==> config.mk <==
export PLATFORM = sky130hd
export DESIGN_NAME = ckb_pixel_unit
export DESIGN_NICKNAME = d
export VERILOG_FILES = /design/src/ckb_pkg.sv /design/src/ckb_pixel_unit.sv
export SDC_FILE = /design/constraint.sdc
export NUM_CORES = 1
export LEC_CHECK = 0
export ABC_AREA = 1
export BUFFER_PORTS_ARGS = -buffer_cell sky130_fd_sc_hd__buf_4
export CAP_MARGIN = 15
export CORE_UTILIZATION = 26
export DETAILED_ROUTE_END_ITERATION = 6
export GPL_ROUTABILITY_DRIVEN = 0
export PLACE_DENSITY_LB_ADDON = 0.15
export SLEW_MARGIN = 20
export SYNTH_ARGS = -nofsm -noshare
export SYNTH_HDL_FRONTEND = slang
export SYNTH_SLANG_ARGS = --single-unit
export TNS_END_PERCENT = 10
==> constraint.sdc <==
create_clock -name vclk -period 1
set_input_delay 0.1 -clock vclk [all_inputs]
set_output_delay 0.1 -clock vclk [all_outputs]
set_load 0.03 [all_outputs]
==> src/ckb_pkg.sv <==
// color key rectangle blitter: shared types, register indexes, mode codes
// and the rectangle size helper used by the csr block and the address generator.
// no dependencies.
package ckb_pkg;

   localparam int CSR_INDEX_BITS = 3;
   localparam int CSR_DATA_BITS  = 24;

   localparam logic [CSR_INDEX_BITS-1:0] REG_SCREEN_WIDTH  = 3'd0;
   localparam logic [CSR_INDEX_BITS-1:0] REG_PIXEL_BYTES   = 3'd1;
   localparam logic [CSR_INDEX_BITS-1:0] REG_START_ADDRESS = 3'd2;
   localparam logic [CSR_INDEX_BITS-1:0] REG_RECT_WIDTH    = 3'd3;
   localparam logic [CSR_INDEX_BITS-1:0] REG_RECT_HEIGHT   = 3'd4;
   localparam logic [CSR_INDEX_BITS-1:0] REG_BLIT_MODE     = 3'd5;
   localparam logic [CSR_INDEX_BITS-1:0] REG_KEY_VALUE     = 3'd6;
   localparam logic [CSR_INDEX_BITS-1:0] REG_FILL_COLOR    = 3'd7;

   localparam logic [2:0] MODE_COPY       = 3'd0;
   localparam logic [2:0] MODE_MONO       = 3'd1;
   localparam logic [2:0] MODE_KEY        = 3'd2;
   localparam logic [2:0] MODE_SKIP_BLACK = 3'd3;
   localparam logic [2:0] MODE_FILL       = 3'd4;

   localparam logic [11:0] RECT_LIMIT = 12'd2048;

   typedef struct packed {
      logic [11:0] screen_width;
      logic [2:0]  pixel_bytes;
      logic [23:0] start_address;
      logic [11:0] rect_width;
      logic [11:0] rect_height;
      logic [2:0]  blit_mode;
      logic [7:0]  key_value;
      logic [23:0] fill_color;
   } ckb_cfg_type;

   // rectangle size clamped to 1..2048, minus one
   function automatic logic [10:0] size_m1(input logic [11:0] size);
      logic [11:0] clamped;
      begin
         if (size == 12'd0) begin
            clamped = 12'd1;
         end else if (size > RECT_LIMIT) begin
            clamped = RECT_LIMIT;
         end else begin
            clamped = size;
         end
         size_m1 = 11'(clamped - 12'd1);
      end
   endfunction

endpackage

==> src/ckb_pixel_unit.sv <==
// per-pixel mode logic: copy, mono expand, color key, black skip and fill.
// depends on ckb_pkg.
module ckb_pixel_unit
   import ckb_pkg::*;
(
   input  ckb_cfg_type cfg,
   input  logic [7:0]  src_byte0,
   input  logic [7:0]  src_byte1,
   input  logic [7:0]  src_byte2,
   output logic [7:0]  data0,
   output logic [7:0]  data1,
   output logic [7:0]  data2,
   output logic        write_enable
);

   logic [7:0] d0, d1, d2;
   logic       we;

   always_comb begin
      d0 = src_byte0;
      d1 = src_byte1;
      d2 = src_byte2;
      we = 1'b1;
      case (cfg.blit_mode)
         MODE_MONO: begin
            d1 = src_byte0;
            d2 = src_byte0;
         end
         MODE_KEY:        we = (src_byte0 != cfg.key_value);
         MODE_SKIP_BLACK: we = ((src_byte0 | src_byte1 | src_byte2) != 8'd0);
         MODE_FILL: begin
            d0 = cfg.fill_color[7:0];
            d1 = cfg.fill_color[15:8];
            d2 = cfg.fill_color[23:16];
         end
         default: we = 1'b1;
      endcase
   end

   // skipped pixels carry zero data
   assign data0        = we ? d0 : 8'd0;
   assign data1        = we ? d1 : 8'd0;
   assign data2        = we ? d2 : 8'd0;
   assign write_enable = we;

endmodule

==> reports/metrics.cfg <==
[setup_path]
required_ns = 0.90
criticalPathCategory = in2out
cp_num_buf_inv = 3
cp-startpoint = src_byte1[3]
arrival_ns = 1.18
path_cells = buf_8 -> nor2_4 -> and2_1 -> nand2_1 -> nor2_1 -> nand2_1 -> o21ai_4 -> buf_8 -> a21oi_2 -> buf_6
cp_max_fo = 9
worstSetupEndpoint = data1[5]
endpoint_kind = output pin
crit_family = simple AND/OR/NAND/NOR gates
worst_setup_path_start_kind = input pin
cp.depth = 10
cp_slowest_cell = buf_8
critPathMaxStageDelay_ns = 0.19

[die]
pin_count = 147
fp.dieH_um = 59.8
die_w_um = 59.8
row_count = 20
coreArea_um2 = 3100
dieArea_um2 = 3570
start_util_pct = 28.0

[timing]
fin_ws_ns = -0.278
period_share_pct = 128
relSlewSlack_pct = 79.3
fin_crit_ns = 1.28
rsz0062_at_grt = yes
fmax_ghz = 0.782
finalMaxSlewViolations = 0
hold_viol = 0
tightest_slew_ns = 0.310
setup_violations = 25
finalSetupTns_ns = -6.57

[finish]
area_growth_pct = 138
final_area_um2 = 2070
final_nets = 389
drive_gt1_share_pct = 65.3
multi_input_area_um2 = 858
n_fill_cell = 293
nFlopsAndLatches = 0
seq_area_um2 = 0
diodes = 0
nClkBuffers = 0
fin_cells = 309

[placement]
dp_slack_ns = -0.430
dp_hpwl_mm = 2.74
place_area_um2 = 1810
dp.cells = 308
portBuffers = 84

[drt]
via_per_inst = 4.63
vias = 1432
drc = 0
avgRoutedWirePerCell_um = 11.8
dr.pass1.iters = 4
wirelength_mm = 3.63
drt_iter0_drc = 79
final_antenna_net_count = 0

[synthesis]
ys_types = 19
ys_seq_area_share_pct = 0
netlist_top_cells_area = a21oi_1 22%, inv_1 18%, nand2_1 11%
syn_avg_cell_area_um2 = 5.08
synth_nets = 293
synth_cells = 171
synth_area_leader_cell = a21oi_1
synth.cell_area_um2 = 868
synth_top_area_share_pct = 22.5
ys.warnings.count = 0

[power_and_ir_drop]
p_leak_nw = 1.04
finalPower_mw = 1.05
worst_ir_drop_vdd_mv = 0.271
p_per_area_nw_per_um2 = 510

[global_routing]
grt_pass1_wl_mm = 5.42
grt_pass1_vias = 1275
antenna_found_initial = 0
grt_max_degree = 25
grt_overflow = 0
grt_util_all_layers_pct = 19.1

[outcome]
run_status = finished, violations left
violations = negative setup slack

[hold_path]
hold_start = src_byte2[2]
holdCritPathClass = in2out

[job]
cap_violations = 0

[cts]
holdBufCountCts = 0

-- Yosys cell counts --
library cell and instances:
nor3_1 1, and2_1 2, o21ai_4 1, nor2_1 18, a21oi_2 1, a21oi_1 39, nand3_4 1, nand2_1 26
buf_6 3, mux2_2 8, buf_4 1, clkbuf_1 3, xnor2_1 3, inv_2 2, o21ai_0 6, o22ai_1 10
inv_1 41, buf_2 2, nand3_1 3
-- cells in the final DEF (no fill, tap or decap), types with 3 or more instances in the layout --
cell / netlist / final
nand2_1: 26 / 18
a21oi_2: 1 / 20
nand2_2: 0 / 8
inv_2: 2 / 10
nor2_2: 0 / 6
o22ai_1: 10 / 4
buf_12: 0 / 4
nor2_1: 18 / 10
a21oi_1: 39 / 16
o21ai_0: 6 / 6
xnor2_1: 3 / 3
o22ai_2: 0 / 6
buf_8: 0 / 4
mux2_2: 8 / 8
inv_1: 41 / 31
buf_6: 3 / 36
buf_4: 1 / 59
a21oi_4: 0 / 4
-- logic make-up (layout without fill, tap and decap cells) --
group,Yosys count,after routing,synth area share (%)
AOI/OAI and AO/OA,57,57,36.0
xor gates and xnor gates,3,3,3.03
buffers and inverters,52,146,25.8
muxes,8,8,10.4
and+or+nand+nor,51,51,24.8
-- layer usage --
metal | part of all wire (%) | vias to the layer above | GRT usage [%]
li1 | - | 737 | -
met1 | 45 | 639 | 26.1
met2 | 47 | 56 | 34.0
met3 | 7.7 | 0 | 2.16
met4 | 0 | 0 | 0
met5 | 0 | - | 0
-- how the worst min path moves through the flow --
stage	cells past startpoint	end
after global placement	4	data2[6]
after CTS	4	data2[6]
after global routing	4	data2[2]
after floorplan	2	data1[0]
after detailed placement	4	data2[6]
final	4	data2[2]
-- cell type report --
| cell class | instances | share of cell area (%) |
|---|---|---|
| inverter | 43 | 8.05 |
| tap | 44 | 2.66 |
| timing repair buffer | 103 | 47.8 |
| multi-input combinational | 119 | 41.5 |
-- power breakdown --
part	internal (mW)	total (mW)	switching, mW
Sequential	0	0	0
Clock	0	0	0
Combinational	0.531	1.05	0.524
Total	0.531	1.05	0.524
-- stage by stage --
step / hold WS (ns) / utilization [%]
after global routing: 0.611 / 66.7
final: 0.589 / 66.7
after CTS: 0.591 / 64.3
after detailed placement: 0.595 / 58.3
after global placement: 0.597 / 58.3
after floorplan: 0.429 / -
-- tightest hold or removal path, delay by kind of cell --
| family | cells | cell delay [ns] |
|---|---|---|
| buf+inv | 2 | 0.21 |
| compound gates | 2 | 0.18 |
-- what timing repair did --
| action | in CTS | in global routing |
|---|---|---|
| setup buffers | 4 | 0 |
| endpoints found under the setup margin | 25 | 25 |
| pin swaps | 9 | 15 |
| hold endpoints to repair | 0 | 0 |
| gates resized for setup | 50 | 36 |
| gates cloned | 1 | 0 |
(Power assumes the default switching activity.)
