**config.mk**
```make
export PLATFORM = sky130hd
export DESIGN_NAME = ckb_addr_gen
export DESIGN_NICKNAME = d
export VERILOG_FILES = /design/src/ckb_pkg.sv /design/src/ckb_addr_gen.sv
export SDC_FILE = /design/constraint.sdc
export NUM_CORES = 1
export LEC_CHECK = 0
export ABC_CLOCK_PERIOD_IN_PS = 10900
export CAP_MARGIN = 10
export CORE_MARGIN = 5
export CORE_UTILIZATION = 46
export DETAILED_ROUTE_END_ITERATION = 12
export DONT_BUFFER_PORTS = 1
export PLACE_DENSITY = 0.62
export SLEW_MARGIN = 20
export SYNTH_ARGS = -nofsm -noshare
export SYNTH_HDL_FRONTEND = slang
export SYNTH_SLANG_ARGS = --single-unit
```
**constraint.sdc**
```tcl
create_clock -name clock -period 10.9 [get_ports clock]
set_input_delay 2.725 -clock clock [delete_from_list [all_inputs] [get_ports clock]]
set_output_delay 2.725 -clock clock [all_outputs]
set_load 0.02 [all_outputs]
```
**src/ckb_pkg.sv**
```systemverilog
// color key rectangle blitter: shared types, register indexes, mode codes
// and the rectangle size helper used by the csr block and the address generator.
// no dependencies.
package ckb_pkg;

   localparam int CSR_INDEX_BITS = 3;
   localparam int CSR_DATA_BITS  = 24;

   localparam logic [CSR_INDEX_BITS-1:0] REG_SCREEN_WIDTH  = 3'd0;
   localparam logic [CSR_INDEX_BITS-1:0] REG_PIXEL_BYTES   = 3'd1;
   localparam logic [CSR_INDEX_BITS-1:0] REG_START_ADDRESS = 3'd2;
   localparam logic [CSR_INDEX_BITS-1:0] REG_RECT_WIDTH    = 3'd3;
   localparam logic [CSR_INDEX_BITS-1:0] REG_RECT_HEIGHT   = 3'd4;
   localparam logic [CSR_INDEX_BITS-1:0] REG_BLIT_MODE     = 3'd5;
   localparam logic [CSR_INDEX_BITS-1:0] REG_KEY_VALUE     = 3'd6;
   localparam logic [CSR_INDEX_BITS-1:0] REG_FILL_COLOR    = 3'd7;

   localparam logic [2:0] MODE_COPY       = 3'd0;
   localparam logic [2:0] MODE_MONO       = 3'd1;
   localparam logic [2:0] MODE_KEY        = 3'd2;
   localparam logic [2:0] MODE_SKIP_BLACK = 3'd3;
   localparam logic [2:0] MODE_FILL       = 3'd4;

   localparam logic [11:0] RECT_LIMIT = 12'd2048;

   typedef struct packed {
      logic [11:0] screen_width;
      logic [2:0]  pixel_bytes;
      logic [23:0] start_address;
      logic [11:0] rect_width;
      logic [11:0] rect_height;
      logic [2:0]  blit_mode;
      logic [7:0]  key_value;
      logic [23:0] fill_color;
   } ckb_cfg_type;

   // rectangle size clamped to 1..2048, minus one
   function automatic logic [10:0] size_m1(input logic [11:0] size);
      logic [11:0] clamped;
      begin
         if (size == 12'd0) begin
            clamped = 12'd1;
         end else if (size > RECT_LIMIT) begin
            clamped = RECT_LIMIT;
         end else begin
            clamped = size;
         end
         size_m1 = 11'(clamped - 12'd1);
      end
   endfunction

endpackage

```
**src/ckb_addr_gen.sv**
```systemverilog
// destination address walker: column/row counters and the running byte pointer.
// depends on ckb_pkg.
module ckb_addr_gen
   import ckb_pkg::*;
#(
   parameter int MAX_SCREEN_WIDTH = 2048,
   parameter int ADDRESS_BITS     = 24
) (
   input  logic                     clock,
   input  logic                     reset,
   input  ckb_cfg_type              cfg,
   input  logic                     start_load,
   input  logic [CSR_DATA_BITS-1:0] load_address,
   input  logic                     advance,
   output logic [23:0]              pixel_address,
   output logic                     last_pixel
);

   localparam int SW_LIMIT = (MAX_SCREEN_WIDTH > 4095) ? 4095 : MAX_SCREEN_WIDTH;
   localparam int STEP_BITS = 15;

   logic [ADDRESS_BITS-1:0] pointer_ff, pointer_in;
   logic [10:0]             column_ff, column_in;
   logic [10:0]             row_ff, row_in;

   logic [10:0]                 width_m1;
   logic [10:0]                 height_m1;
   logic [11:0]                 sw_eff;
   logic                        wide_pixel;
   logic                        end_col;
   logic                        end_row;
   logic signed [12:0]          row_diff;
   logic signed [STEP_BITS-1:0] row_step;
   logic [ADDRESS_BITS-1:0]     start_ptr;

   assign width_m1   = size_m1(cfg.rect_width);
   assign height_m1  = size_m1(cfg.rect_height);
   assign sw_eff     = (cfg.screen_width > 12'(SW_LIMIT)) ? 12'(SW_LIMIT) : cfg.screen_width;
   assign wide_pixel = cfg.pixel_bytes[2];
   assign end_col    = column_ff >= width_m1;
   assign end_row    = row_ff >= height_m1;
   assign start_ptr  = ADDRESS_BITS'(cfg.start_address);

   // row jump: (stride - covered columns) * bytes per pixel, may be negative
   assign row_diff = $signed({1'b0, sw_eff}) - $signed({2'b00, width_m1});
   always_comb begin
      if (wide_pixel) begin
         row_step = STEP_BITS'(row_diff) <<< 2;
      end else begin
         row_step = STEP_BITS'(row_diff) + (STEP_BITS'(row_diff) <<< 1);
      end
   end

   always_comb begin
      pointer_in = pointer_ff;
      column_in  = column_ff;
      row_in     = row_ff;
      if (start_load) begin
         // the register file takes the new start address at this same edge
         pointer_in = ADDRESS_BITS'(load_address);
         column_in  = 11'd0;
         row_in     = 11'd0;
      end else if (advance) begin
         if (!end_col) begin
            pointer_in = pointer_ff + (wide_pixel ? ADDRESS_BITS'(4) : ADDRESS_BITS'(3));
            column_in  = column_ff + 11'd1;
         end else if (!end_row) begin
            pointer_in = pointer_ff
                       + {{(ADDRESS_BITS-STEP_BITS){row_step[STEP_BITS-1]}}, row_step};
            column_in  = 11'd0;
            row_in     = row_ff + 11'd1;
         end else begin
            pointer_in = start_ptr;
            column_in  = 11'd0;
            row_in     = 11'd0;
         end
      end
   end

   always_ff @(posedge clock) begin
      if (reset) begin
         pointer_ff <= '0;
         column_ff  <= 11'd0;
         row_ff     <= 11'd0;
      end else begin
         pointer_ff <= pointer_in;
         column_ff  <= column_in;
         row_ff     <= row_in;
      end
   end

   assign pixel_address = 24'(pointer_ff);
   assign last_pixel    = end_col && end_row;

endmodule

```
==> metrics.md <==
| Metric | Value |
|---|---|
| Number of enable flip-flop cells after synthesis | 0 |
| Clk sink count | 46 |
| Clock transition at the register clock pins on the worst setup and hold paths after CTS | 0.07 ns |
| Number of CTS-inserted buffers | 5 |
| Post-synthesis instance area | roughly 6400 sq um |
| Depth of the worst register-to-register path | 12 |
| Number of global-route vias before repair | 6,106 |
| Ant diodes | 0 |
| Slew of the pin with the lowest slew margin | about 0.93 ns |
| Top library cells by usage in the layout, fill and taps aside | sky130_fd_sc_hd__nor2_1, sky130_fd_sc_hd__nand2_1, sky130_fd_sc_hd__a21oi_1 |
| Die Footprint | approximately 16,000 sq um |
| FF-to-FF setup slack | 6.96 ns |
| Cell at the slowest stage of the critical path | sky130_fd_sc_hd__nor4_2 |
| Layout overhead on the synthesized area | 3.72% |
| Part of the total power dissipated in sequential elements | 0.247 |
| Count of standard-cell rows | 43 |
| Pwr/cell area | 120 nW/um^2 |
| Aggregate global routing overflow | 0 |
| Mapped Nets | approximately 1,100 |
| Part of the cycle the worst path needs | 0.920 |
| Highest ir drop seen on vdd | 0.0728 mV |
| Pin count of the biggest net entering global routing | 49 |
| Die boundary width | 128 um |
| Post-cts sizing count | 0 |
| Final worst clock skew | 0.00608 ns |
| Total net switching power | 0.327 mW |
| Routability Congestion | 0.934 |
| Half-perimeter wire length of the detailed placement result | roughly 15,000 um |
| Startpoint of the lowest-slack hold path | row_ff[10] |
| Root buffer cell | sky130_fd_sc_hd__clkbuf_16 |
| Remaining routing DRC violations | 0 |
| Clock period minus final worst setup slack | around 10 ns |
| Net count, final | between 1,000 and 1,500 |
| Slowest stage delay, CP | 0.50 ns |
| H-tree depth | 2 |
| # fillers | 1,383 |
| Largest area contributor in the netlist | sky130_fd_sc_hd__dfxtp_1 |
| Yosys synthesis warning count | 0 |
| Endpoint of the worst-slack reg-to-reg timing path | column_ff[8] |
| Max Clock Freq | 99.8 MHz |
| Synthesized instance count | 870 |
| Async set-reset flop share out of synthesis | 0 |
| Average via count per standard cell | between 6 and 7 |
| Hold Crit Class | flop to flop |
| Number of I/O port buffers | 0 |
| Post-synthesis sequential area ratio | 0.145 |
| Setup_tns | 0 ns |
| Number of antenna violations at the first check in global routing | 0 |
| Total I/O pin count | 151 |
| Crit start category | input pin |
| Max_slew headroom | 0.378 |
| Floorplan die height | 128 um |
| Fin. max-slew vios | 0 |
| Cell internal power dissipation | 0.466 mW |
| Worst hold slack after final layout | roughly 0.51 ns |
| Drt wl/cell | ~19 um |
| Run status | finished clean |
| Most used DFF post-synth | sky130_fd_sc_hd__dfxtp_1 |
| Number of unique standard cell types used by synthesis | 81 |
| Post-detailed-routing wire length | roughly 19,000 um |
| Crit path from | cfg[49] |
| Antenna violation net count after detailed routing | 0 |
| Synthesis-stage register bit count | 46 |
| Crit. End Element | flop |
| Violation count after the first detailed-route iteration | around 430 |
| Proportion of total power due to net switching | 0.413 |
| Share of final-layout standard cells stronger than drive strength 1 | 0.0344 |
| Worst Hold Path Cells | 2 |
| Largest cells by area after synthesis | sky130_fd_sc_hd__dfxtp_1, sky130_fd_sc_hd__ha_1, sky130_fd_sc_hd__a21oi_1 |
| CP Class | input pin to flop |
| Clock tree from TritonCTS | built |
| Number of hold-slack violations in the final timing report | 0 |
| Most common cell after layout, fill and taps aside | sky130_fd_sc_hd__nor2_1 |
| Detailed-routing iteration count for the pre-antenna-repair pass | 5 |
| Maximum fanout along the worst path | 10 |
| First-pass GRT wire length | 30,700 um |
| Crit path arrival time | 10.24 ns |
| GRT Resource Usage Total | 0.228 |
| Cts-stage hold buffer count | 0 |
| Unrepaired setup endpoints after global routing | no |
| Via Count | between 6,000 and 7,000 |
| Combinational fraction of design power | 0.530 |
| Count of endpoints failing setup in the final report | 0 |
| Portion of synthesized cell area occupied by the leading cell type | 0.145 |
| Clock network fraction of total power | 0.223 |
| Core area | 13,700 sq um |
| Maxcap violations | 0 |
| Source of the worst register-to-register timing path | column_ff[0] |
| Standby leakage power | 2.66 nW |
| Clk Latency, worst-skew pair | 0.29 ns |
| Hold-critical path endpoint | row_ff[10] |
| Initial Utilization | 0.464 |
| Post-synthesis area per instance | 7.31 sq um |
| Buffers inserted during post-CTS setup optimization | 0 |
| Worst Path Required | 11.12 ns |
| Max Buffers Root-to-Sink | 2 |
power by group through the flow:
| stage | clock network [mW] | logic, mW | registers (mW) |
|---|---|---|---|
| floorplan | 0 | 0.342 | 0.194 |
| global placement | 0 | 0.403 | 0.199 |
| detailed placement | 0 | 0.414 | 0.200 |
| CTS | 0.179 | 0.417 | 0.196 |
| global route | 0.189 | 0.472 | 0.197 |
| finish | 0.177 | 0.421 | 0.196 |
cells in the mapped netlist, types with 7 or more instances:
library cell               count
sky130_fd_sc_hd__nor3_1       19
sky130_fd_sc_hd__o211ai_1     14
sky130_fd_sc_hd__o21ai_0      65
sky130_fd_sc_hd__nand2b_1     14
sky130_fd_sc_hd__inv_1        39
sky130_fd_sc_hd__o21a_1        9
sky130_fd_sc_hd__a21oi_1      77
sky130_fd_sc_hd__clkbuf_1     25
sky130_fd_sc_hd__nor2b_1      20
sky130_fd_sc_hd__nand4_1      14
sky130_fd_sc_hd__a31oi_1       8
sky130_fd_sc_hd__xnor2_1      33
sky130_fd_sc_hd__and3_1        8
sky130_fd_sc_hd__a21o_1       19
sky130_fd_sc_hd__or4_1         7
sky130_fd_sc_hd__a211oi_1     11
sky130_fd_sc_hd__nor2_1       87
sky130_fd_sc_hd__a221oi_1      9
sky130_fd_sc_hd__ha_1         72
sky130_fd_sc_hd__nand2_1      85
sky130_fd_sc_hd__xor2_1       34
sky130_fd_sc_hd__nor4_1        7
sky130_fd_sc_hd__dfxtp_1      46
sky130_fd_sc_hd__nand3_1      17
sky130_fd_sc_hd__or3_1         7
area by class of cell:
cell class / instances / area [sq um] / share of cell area
Multi-Input combinational cell: 746 / 5120 / 0.776
Sequential cell: 46 / 921 / 0.140
Tap cell: 180 / 225 / 0.0341
Inverter: 42 / 158 / 0.0239
Clock buffer: 6 / 129 / 0.0195
Clock inverter: 2 / 37.5 / 0.00569
Timing Repair Buffer: 1 / 7.51 / 0.00114
flip-flops by register name, summed over array words and instances (netlist names):
| name | flops |
|---|---|
| pixel_address | 24 |
| column_ff | 11 |
| row_ff | 11 |
metrics by stage:
stage	util	setup WS, ns	area [sq um]	total power, mW	instances
3_5_place_dp	0.469	0.583	6430	0.614	1015
6_report	0.481	0.876	6600	0.793	1023
4_1_cts	0.481	0.866	6600	0.792	1023
5_1_grt	0.481	0.175	6600	0.858	1023
3_3_place_gp	0.469	0.751	6430	0.602	1015
2_1_floorplan	-	1.59	6360	0.536	870
worst max-delay path, delay by kind of cell:
| family | cells | cell delay [ns] |
|---|---|---|
| AOI/OAI and AO/OA | 18 | 3.72 |
| and+or+nand+nor | 7 | 1.53 |
| adders and majority gates | 4 | 1.46 |
| xor gates and xnor gates | 3 | 0.68 |
| buffers and inverters | 1 | 0.12 |
metal layers:
layer	wire length, um	global-route usage
met1	8490	0.306
met5	0	0
met2	8920	0.379
met3	1350	0.0460
met4	320	0.0493
worst max path at each step:
stage	endpoint	slack, ns	cells after the start
CTS	pixel_address[23]	0.87	33
global route	pixel_address[21]	0.17	33
floorplan	pixel_address[21]	1.59	34
global placement	pixel_address[23]	0.75	33
detailed placement	pixel_address[23]	0.58	33
finish	pixel_address[23]	0.88	33
cells by family after synthesis:
kind of cell,Yosys count,synth area share
flip-flops,46,0.145
adder cells (fa/ha/maj),76,0.154
multiplexers,8,0.0130
AND/OR/NAND/NOR,309,0.238
buffers and inverters,78,0.0506
AO/OA/AOI/OAI,284,0.302
XOR/XNOR,69,0.0974
(Power assumes the default switching activity.)
