File: src/ckb_pkg.sv
// color key rectangle blitter: shared types, register indexes, mode codes
// and the rectangle size helper used by the csr block and the address generator.
// no dependencies.
package ckb_pkg;

   localparam int CSR_INDEX_BITS = 3;
   localparam int CSR_DATA_BITS  = 24;

   localparam logic [CSR_INDEX_BITS-1:0] REG_SCREEN_WIDTH  = 3'd0;
   localparam logic [CSR_INDEX_BITS-1:0] REG_PIXEL_BYTES   = 3'd1;
   localparam logic [CSR_INDEX_BITS-1:0] REG_START_ADDRESS = 3'd2;
   localparam logic [CSR_INDEX_BITS-1:0] REG_RECT_WIDTH    = 3'd3;
   localparam logic [CSR_INDEX_BITS-1:0] REG_RECT_HEIGHT   = 3'd4;
   localparam logic [CSR_INDEX_BITS-1:0] REG_BLIT_MODE     = 3'd5;
   localparam logic [CSR_INDEX_BITS-1:0] REG_KEY_VALUE     = 3'd6;
   localparam logic [CSR_INDEX_BITS-1:0] REG_FILL_COLOR    = 3'd7;

   localparam logic [2:0] MODE_COPY       = 3'd0;
   localparam logic [2:0] MODE_MONO       = 3'd1;
   localparam logic [2:0] MODE_KEY        = 3'd2;
   localparam logic [2:0] MODE_SKIP_BLACK = 3'd3;
   localparam logic [2:0] MODE_FILL       = 3'd4;

   localparam logic [11:0] RECT_LIMIT = 12'd2048;

   typedef struct packed {
      logic [11:0] screen_width;
      logic [2:0]  pixel_bytes;
      logic [23:0] start_address;
      logic [11:0] rect_width;
      logic [11:0] rect_height;
      logic [2:0]  blit_mode;
      logic [7:0]  key_value;
      logic [23:0] fill_color;
   } ckb_cfg_type;

   // rectangle size clamped to 1..2048, minus one
   function automatic logic [10:0] size_m1(input logic [11:0] size);
      logic [11:0] clamped;
      begin
         if (size == 12'd0) begin
            clamped = 12'd1;
         end else if (size > RECT_LIMIT) begin
            clamped = RECT_LIMIT;
         end else begin
            clamped = size;
         end
         size_m1 = 11'(clamped - 12'd1);
      end
   endfunction

endpackage

File: src/ckb_csr.sv
// configuration register file of the blitter; flags a start address write.
// depends on ckb_pkg.
module ckb_csr
   import ckb_pkg::*;
(
   input  logic                      clock,
   input  logic                      reset,
   input  logic                      wr_en,
   input  logic [CSR_INDEX_BITS-1:0] wr_index,
   input  logic [CSR_DATA_BITS-1:0]  wr_data,
   output ckb_cfg_type               cfg,
   output logic                      start_load
);

   ckb_cfg_type cfg_ff;
   ckb_cfg_type cfg_in;

   always_comb begin
      cfg_in     = cfg_ff;
      start_load = 1'b0;
      if (wr_en) begin
         case (wr_index)
            REG_SCREEN_WIDTH:  cfg_in.screen_width = wr_data[11:0];
            REG_PIXEL_BYTES:   cfg_in.pixel_bytes = wr_data[2:0];
            REG_START_ADDRESS: begin
               cfg_in.start_address = wr_data[23:0];
               start_load           = 1'b1;
            end
            REG_RECT_WIDTH:    cfg_in.rect_width = wr_data[11:0];
            REG_RECT_HEIGHT:   cfg_in.rect_height = wr_data[11:0];
            REG_BLIT_MODE:     cfg_in.blit_mode = wr_data[2:0];
            REG_KEY_VALUE:     cfg_in.key_value = wr_data[7:0];
            REG_FILL_COLOR:    cfg_in.fill_color = wr_data[23:0];
            default:           cfg_in = cfg_ff;
         endcase
      end
   end

   always_ff @(posedge clock) begin
      if (reset) begin
         cfg_ff.screen_width  <= 12'd640;
         cfg_ff.pixel_bytes   <= 3'd3;
         cfg_ff.start_address <= 24'd0;
         cfg_ff.rect_width    <= 12'd1;
         cfg_ff.rect_height   <= 12'd1;
         cfg_ff.blit_mode     <= MODE_COPY;
         cfg_ff.key_value     <= 8'd0;
         cfg_ff.fill_color    <= 24'd0;
      end else begin
         cfg_ff <= cfg_in;
      end
   end

   assign cfg = cfg_ff;

endmodule

File: config.mk
export PLATFORM = sky130hd
export DESIGN_NAME = ckb_csr
export DESIGN_NICKNAME = d
export VERILOG_FILES = /design/src/ckb_pkg.sv /design/src/ckb_csr.sv
export SDC_FILE = /design/constraint.sdc
export NUM_CORES = 1
export LEC_CHECK = 0
export BUFFER_PORTS_ARGS = -buffer_cell sky130_fd_sc_hd__buf_4
export CORE_MARGIN = 2
export CORE_UTILIZATION = 30
export DETAILED_ROUTE_END_ITERATION = 8
export PLACE_DENSITY = 0.57
export SYNTH_ARGS = -nofsm -noshare
export SYNTH_HDL_FRONTEND = slang
export SYNTH_SLANG_ARGS = --single-unit
File: constraint.sdc
create_clock -name clock -period 3.7 [get_ports clock]
set_input_delay 0.74 -clock clock [delete_from_list [all_inputs] [get_ports clock]]
set_output_delay 0.74 -clock clock [all_outputs]
set_load 0.02 [all_outputs]
==> results of run 1 <==
through the flow:
step	total power (W)	util, %	hold slack (ps)
after detailed placement	0.001319	39.60	463.3
after CTS	0.002347	42.15	479.1
after floorplan	0.001232	-	546.0
after global placement	0.001317	39.60	460.3
after global routing	0.002397	42.15	493.8
final	0.002309	42.15	476.2
power by group through the flow:
stage	logic (W)	registers, W	clock network, W
2_1_floorplan	0.0000903	0.00114	0
3_3_place_gp	0.000202	0.00112	0
6_report	0.000201	0.00109	0.00102
5_1_grt	0.000217	0.00109	0.00109
3_5_place_dp	0.000204	0.00112	0
4_1_cts	0.000205	0.00109	0.00105
final cells by class:
type	count	share of cell area, %
clock buffer	9	4.216
timing repair buffer	134	18.83
clock inverter	7	1.851
multi-input combinational	233	34.27
inverter	1	0.07027
tap	172	4.029
sequential	98	36.73
worst paths after layout:
| path | start | slack (ps) | end | cells after the start |
|---|---|---|---|---|
| hold reg to reg | cfg[77]$_SDFFE_PP0P_ | 480 | cfg[77]$_SDFFE_PP0P_ | 2 |
| hold / removal | cfg[77]$_SDFFE_PP0P_ | 480 | cfg[77]$_SDFFE_PP0P_ | 2 |
| setup reg to reg | cfg[51]$_SDFFE_PP0P_ | 3050 | cfg[51]$_SDFFE_PP0P_ | 2 |
| setup / recovery | wr_index[2] | 1310 | start_load | 4 |
layout by cell type, fill, tap and decap left out, drive strengths merged:
master,netlist,layout
and4bb,1,1
nand4b,3,3
and4,1,1
clkinvlp,0,1
or4b,1,1
buf,12,134
mux2i,98,98
nor2,10,10
bufinv,0,2
nand4,1,1
dfxtp,98,98
clkbuf,16,9
clkinv,0,1
nand2b,116,116
inv,1,4
nand4bb,2,2
critical path, stage by stage:
cell and delay [ps]:
buf_4 140, nand4bb_1 460, inv_2 160, buf_4 150
per-layer routing:
metal | vias up | wire, microns
met3 | 10 | 579
met5 | - | 0
li1 | 1418 | -
met2 | 68 | 4645
met1 | 1310 | 4545
met4 | 0 | 128
logic make-up (layout without fill, tap and decap cells):
logic type / after synthesis / after routing
mux: 98 / 98
simple gates: 135 / 135
flops: 98 / 98
buf+inv: 29 / 151
==> metrics.csv, run 1 <==
stage;metric;value;unit
run_status;outcome;completed;
logic_synthesis;most frequent cells after synthesis;116 x nand2b_1, 98 x dfxtp_1, 98 x mux2i_1;
job;# Max-Cap Violations;0;
detailed_routing;DRC;0;
global_route;layer carrying the most global-route usage;met2;
clock_tree;Num CTS Buffers;9;
global_route;met1 Track Usage GR;18.08;%
logic_synthesis;Mapped Cells;360;
clock_tree;clk_lat worst skew;330;ps
critical_path;Critical Path Sink Type;primary output;
final_layout;layout cells sized above 1;31.54;%
global_route;GRT met2 Usage;23.12;%
clock_tree;CTS Buffer Depth;2;
logic_synthesis;FF+latch count, synth;98;
timing;Worst Max-Slew Pin Slew;1007;ps
floorplan;FP Rows;41;
power;Seq pwr share;47.3;%
floorplan;die area;14010;sq um
timing;Max Slew Vio Count;0;
global_route;pin count of the biggest net entering global routing;81;
detailed_routing;WL per Instance;15.13;microns
clock_tree;Worst-path clk slew;70;ps
global_route;initial antenna violation count;0;
clock_tree;Sinks on Clock Net;98;
power;Net Switching;0.0005360;W
logic_synthesis;share of the yosys chip area belonging to registers;50.02;%
logic_synthesis;Post-synth EDFFs;0;
critical_path;CP arrival;1650;ps
clock_tree;Post-CTS Setup Repair Bufs;0;
final_layout;Synth-to-Final Area Change;36.17;%
timing;final period utilization;64.50;%
timing;Final setup viols;0;
power;VDD IR max;0.0001864;V
final_layout;cell area after layout;5341;sq um
detailed_routing;drt pass-1 iters;4;
logic_synthesis;yosys warns;0;
timing;skew final;0;ps
logic_synthesis;most common cell in the synthesized netlist;nand2b_1;
timing;final hold vios;0;
final_layout;storage element area;1962;sq um
timing;worst setup margin;1313;ps
final_layout;non-filler cells in the finished layout;654;
logic_synthesis;proportion of synthesized area in mux cells;25.01;%
detailed_routing;vias post-DR;2806;
final_layout;FILL cells;1277;
logic_synthesis;Distinct cells, synth;14;
placed_design;Inst Count DP;638;
clock_tree;post-cts resize count;0;
logic_synthesis;Yosys top cell area share;50.02;%
logic_synthesis;Post-Synth XOR/XNOR Area;0;%
logic_synthesis;Synth Area in Compound Gates;0;%
logic_synthesis;Post-Synth Simple-Gate Area;21.66;%
final_layout;n_diodes;0;
min_path;Hold WC Path Type;reg2reg;
logic_synthesis;main combinational cell family by area after synthesis;multiplexers;
logic_synthesis;Synth Area in Adders;0;%
logic_synthesis;share of flip-flops with an asynchronous set or reset;0;%
power;switching part of the total;23.21;%
logic_synthesis;Area contributors post-synth;dfxtp_1 50%, mux2i_1 25%, nand2b_1 19%, clkbuf_1 1.5%, buf_2 1.4%;
logic_synthesis;syn_area_per_cell;10.90;sq um
timing;post-route setup TNS;0;ps
placed_design;pre-CTS WS;1328;ps
power;leakage power;2.600;nW
final_layout;max reg flops;98;
placed_design;routability cong.;0.7725;
clock_tree;CTS tree;done;
floorplan;Die Y;118.3;microns
global_route;routing usage on met3;4.102;%
logic_synthesis;net count after synthesis;390;
global_route;first-pass GRT wire length;15590;microns
floorplan;Core Area;12670;sq um
global_route;total gr overflow;0;
floorplan;Die W;118.3;microns
critical_path;CP Launch Type;input port;
detailed_routing;initial drt markers;92;
clock_tree;# hold bufs at CTS;0;
timing;Peak Freq;419.0;MHz
logic_synthesis;Most used DFF post-synth;dfxtp_1;
power;cell-internal power;0.001773;W
placed_design;hpwl dp;6969;microns
floorplan;IO Pins;129;
global_route;vias in the first global route;2848;
timing;slew margin rel.;32.49;%
final_layout;area of the multi-input gates;1831;sq um
global_route;gr usage total;14.21;%
power;Clk pwr share;44.1;%
clock_tree;H-tree levels;3;
power;pwr dens;432.3;nW/um^2
critical_path;worst path required time;2960;ps
logic_synthesis;cell taking the most area after synthesis;dfxtp_1;
clock_tree;CTS root buf;clkbuf_16;
critical_path;Crit Path Max Fanout;9;
critical_path;CP Class;in2out;
final_layout;Nets;507;
power;Logic pwr share;8.7;%
detailed_routing;final WL;9898;microns
timing;Period minus WS final;2387;ps
detailed_routing;vias per cell;4.291;
floorplan;Initial Util;30.96;%
placed_design;PortBufs;128;
timing;RSZ-0062 raised after global routing;false;
placed_design;placed inst area;5017;sq um
logic_synthesis;Cell Area, Synth;3923;sq um
detailed_routing;Detail Route Antenna Nets;0;
No activity file was read; power rests on OpenSTA's default activity.
==> inputs of run 2 (changes only) <==
--- a/config.mk
+++ b/config.mk
@@ -5,11 +5,12 @@
 export SDC_FILE = /design/constraint.sdc
 export NUM_CORES = 1
 export LEC_CHECK = 0
+export ABC_AREA = 1
 export BUFFER_PORTS_ARGS = -buffer_cell sky130_fd_sc_hd__buf_4
 export CORE_MARGIN = 2
 export CORE_UTILIZATION = 30
 export DETAILED_ROUTE_END_ITERATION = 8
-export PLACE_DENSITY = 0.57
+export PLACE_DENSITY = 0.59
 export SYNTH_ARGS = -nofsm -noshare
 export SYNTH_HDL_FRONTEND = slang
 export SYNTH_SLANG_ARGS = --single-unit
==> constraint.sdc (replaced) <==
create_clock -name clock -period 1.9 [get_ports clock]
set_input_delay 0.38 -clock clock [delete_from_list [all_inputs] [get_ports clock]]
set_output_delay 0.38 -clock clock [all_outputs]
set_load 0.02 [all_outputs]
==> metrics.csv, run 2 <==
stage;metric;value;unit;change
run_status;outcome;completed;;
final_layout;storage element area;1962;sq um;unchanged
detailed_routing;WL per Instance;13.74;microns;-9.2%
placed_design;PortBufs;128;;unchanged
logic_synthesis;most common cell in the synthesized netlist;nor2_1;;
critical_path;Worst path most repeated cell;buf_4;;
clock_tree;clk_lat worst skew;340;ps;about the same
timing;Peak Freq;679.2;MHz;
logic_synthesis;Yosys top cell area share;50.78;%;+0.76 points
min_path;Hold WC Path Type;in2reg;;
clock_tree;Num CTS Buffers;9;;unchanged
final_layout;cell area after layout;5334;sq um;-0.14%
timing;slew margin rel.;49.41;%;+17 points
final_layout;FILL cells;1368;;+7.1%
floorplan;Core Area;12620;sq um;-0.40%
clock_tree;H-tree levels;3;;unchanged
critical_path;CP arrival;1090;ps;-560 ps
global_route;pin count of the biggest net entering global routing;99;;+22%
final_layout;commonest non-fill, non-tap cell in the layout;nor2_1;;
logic_synthesis;cell taking the most area after synthesis;dfxtp_1;;
final_layout;most frequent cells in the layout;192 x nor2_1, 136 x buf_4, 134 x nand2_1;;
global_route;total gr overflow;0;;unchanged
logic_synthesis;Mapped Cells;568;;+58%
floorplan;Initial Util;30.62;%;-0.34 points
final_layout;area of the multi-input gates;1639;sq um;-10%
timing;Max Slew Vio Count;0;;unchanged
final_layout;max reg flops;98;;unchanged
critical_path;slowest stage delay, CP;210;ps;-250 ps
clock_tree;CTS root buf;clkbuf_16;;
final_layout;non-filler cells in the finished layout;862;;+32%
critical_path;Reg2Reg Setup Slack;1270;ps;-1780 ps
power;VDD IR max;0.0003649;V;+96%
critical_path;Critical Path Sink Type;primary output;;
detailed_routing;Detail Route Antenna Nets;0;;unchanged
timing;Final setup viols;0;;unchanged
timing;final period utilization;77.49;%;
placed_design;placed inst area;5014;sq um;about the same
power;pwr dens;883.7;nW/um^2;+100%
final_layout;Synth-to-Final Area Change;38.05;%;
critical_path;worst path required time;1520;ps;-1440 ps
final_layout;layout cells sized above 1;23.19;%;-8.3 points
floorplan;FP Rows;41;;unchanged
clock_tree;post-cts resize count;0;;unchanged
timing;post-route setup TNS;0;ps;unchanged
floorplan;IO Pins;129;;unchanged
timing;final hold vios;0;;unchanged
timing;skew final;0;ps;unchanged
logic_synthesis;Area contributors post-synth;dfxtp_1 51%, nor2_1 19%, nand2_1 13%, nand3_1 9.6%, inv_1 2.8%;;
timing;Period minus WS final;1472;ps;
logic_synthesis;share of the yosys chip area belonging to registers;50.78;%;+0.76 points
global_route;initial antenna violation count;0;;unchanged
clock_tree;# hold bufs at CTS;0;;unchanged
global_route;vias in the first global route;3718;;+31%
detailed_routing;vias per cell;4.448;;+3.7%
critical_path;crit-path cells;buf_4 > inv_1 > nand2_1 > nor2_2 > buf_4;;
clock_tree;Post-CTS Setup Repair Bufs;0;;unchanged
timing;Worst Max-Slew Pin Slew;756.1;ps;-251.3 ps
detailed_routing;vias post-DR;3834;;+37%
logic_synthesis;FF+latch count, synth;98;;unchanged
clock_tree;CTS Buffer Depth;2;;unchanged
logic_synthesis;syn_area_per_cell;6.802;sq um;-38%
clock_tree;CTS tree;done;;
logic_synthesis;Cell Area, Synth;3864;sq um;-1.5%
detailed_routing;final WL;11840;microns;+20%
detailed_routing;DRC;0;;unchanged
clock_tree;Sinks on Clock Net;98;;unchanged
floorplan;Die Y;117.5;microns;-0.73%
placed_design;routability cong.;0.7733;;+0.10%
logic_synthesis;most frequent cells after synthesis;194 x nor2_1, 134 x nand2_1, 98 x dfxtp_1;;
global_route;first-pass GRT wire length;19000;microns;+22%
detailed_routing;initial drt markers;201;;+120%
logic_synthesis;Most used DFF post-synth;dfxtp_1;;
placed_design;hpwl dp;8337;microns;+20%
critical_path;CP Class;in2out;;
critical_path;CP Launch Type;input port;;
clock_tree;Worst-path clk slew;60;ps;about the same
critical_path;Crit Path Max Fanout;5;;-4
logic_synthesis;yosys warns;0;;unchanged
power;leakage power;2.551;nW;-1.9%
final_layout;n_diodes;0;;unchanged
final_layout;Nets;715;;+41%
job;# Max-Cap Violations;0;;unchanged
logic_synthesis;net count after synthesis;598;;+53%
timing;worst setup margin;427.7;ps;-885.7 ps
final_layout;post-layout util;42.27;%;+0.11 points
floorplan;Die W;117.5;microns;-0.73%
placed_design;pre-CTS WS;253.1;ps;-1075 ps
critical_path;slowest CP cell;nor2_2;;
timing;RSZ-0062 raised after global routing;false;;
global_route;gr usage total;17.41;%;+3.2 points
detailed_routing;drt pass-1 iters;4;;unchanged
placed_design;Inst Count DP;846;;+33%
logic_synthesis;Distinct cells, synth;13;;-1
floorplan;die area;13800;sq um;-1.4%
logic_synthesis;Post-synth EDFFs;0;;unchanged
logic_synthesis;share of flip-flops with an asynchronous set or reset;0;%;unchanged
## run 2: cell count changes in the layout (fill, tap and decap cells not counted), sizes merged, moves of 2 or more
cell and change:
nand4bb -2, nor2 +186, inv +27, clkbuf +2
buf +5, mux2i -98, nand2 +134, nand2b -116
nand3 +74, o21ai +2, nand4b -3
## run 2: where the power goes
group | switching [W] | leakage, nW | total [W] | internal, W
clock network | 0.000764 | 0.156 | 0.00195 | 0.00118
registers | 0.0000432 | 0.797 | 0.00217 | 0.00213
logic | 0.000367 | 1.60 | 0.000595 | 0.000227
total | 0.00117 | 2.55 | 0.00471 | 0.00354
## run 2: final cells by class
class / count / share of cell area [%]
repair buffers: 139 / 20.27
inverters: 31 / 2.182
flip-flops and latches: 98 / 36.78
well taps: 172 / 4.035
multi-input cells: 406 / 30.73
clock buffers: 11 / 4.551
clock inverters: 5 / 1.454
## run 2: worst paths after layout
kind | start | endpoint | cells past startpoint
hold reg to reg | cfg[12]$_SDFFE_PP0P_ | cfg[12]$_SDFFE_PP0P_ | 2
hold / removal | wr_data[1] | cfg[84]$_SDFFE_PP1P_ | 3
setup / recovery | wr_index[2] | start_load | 5
setup reg to reg | cfg[39]$_SDFFE_PP0P_ | cfg[39]$_SDFFE_PP0P_ | 2
## run 2: kinds of logic (layout without fill, tap and decap cells)
family          count (synthesis)  after routing  synth area share, %
simple gates                  404            404                41.77
flops                          98             98                50.78
buf+inv                        64            186                7.189
compound gates                  2              2               0.2591
## run 2: per-layer routing
layer	vias to the layer above	share of wire, %	GRT usage [%]	routed length [microns]
met3	13	7.7	5.039	910
met5	-	0	0	0
li1	1969	-	-	-
met1	1740	44	21.75	5258
met2	112	46	27.38	5451
met4	0	1.9	8.886	223
## run 2: per-stage QoR
stage               hold WS [ps]  total power, W
floorplan                  493.2        0.002552
global placement           465.5        0.002805
detailed placement         473.1        0.002816
CTS                        238.9        0.004776
global route               247.4        0.004916
finish                     250.0        0.004714
## run 2: worst max-delay path: cells and delay by family
family / cells / cell delay (ps)
buffers and inverters: 3 / 360
AND/OR/NAND/NOR: 2 / 360
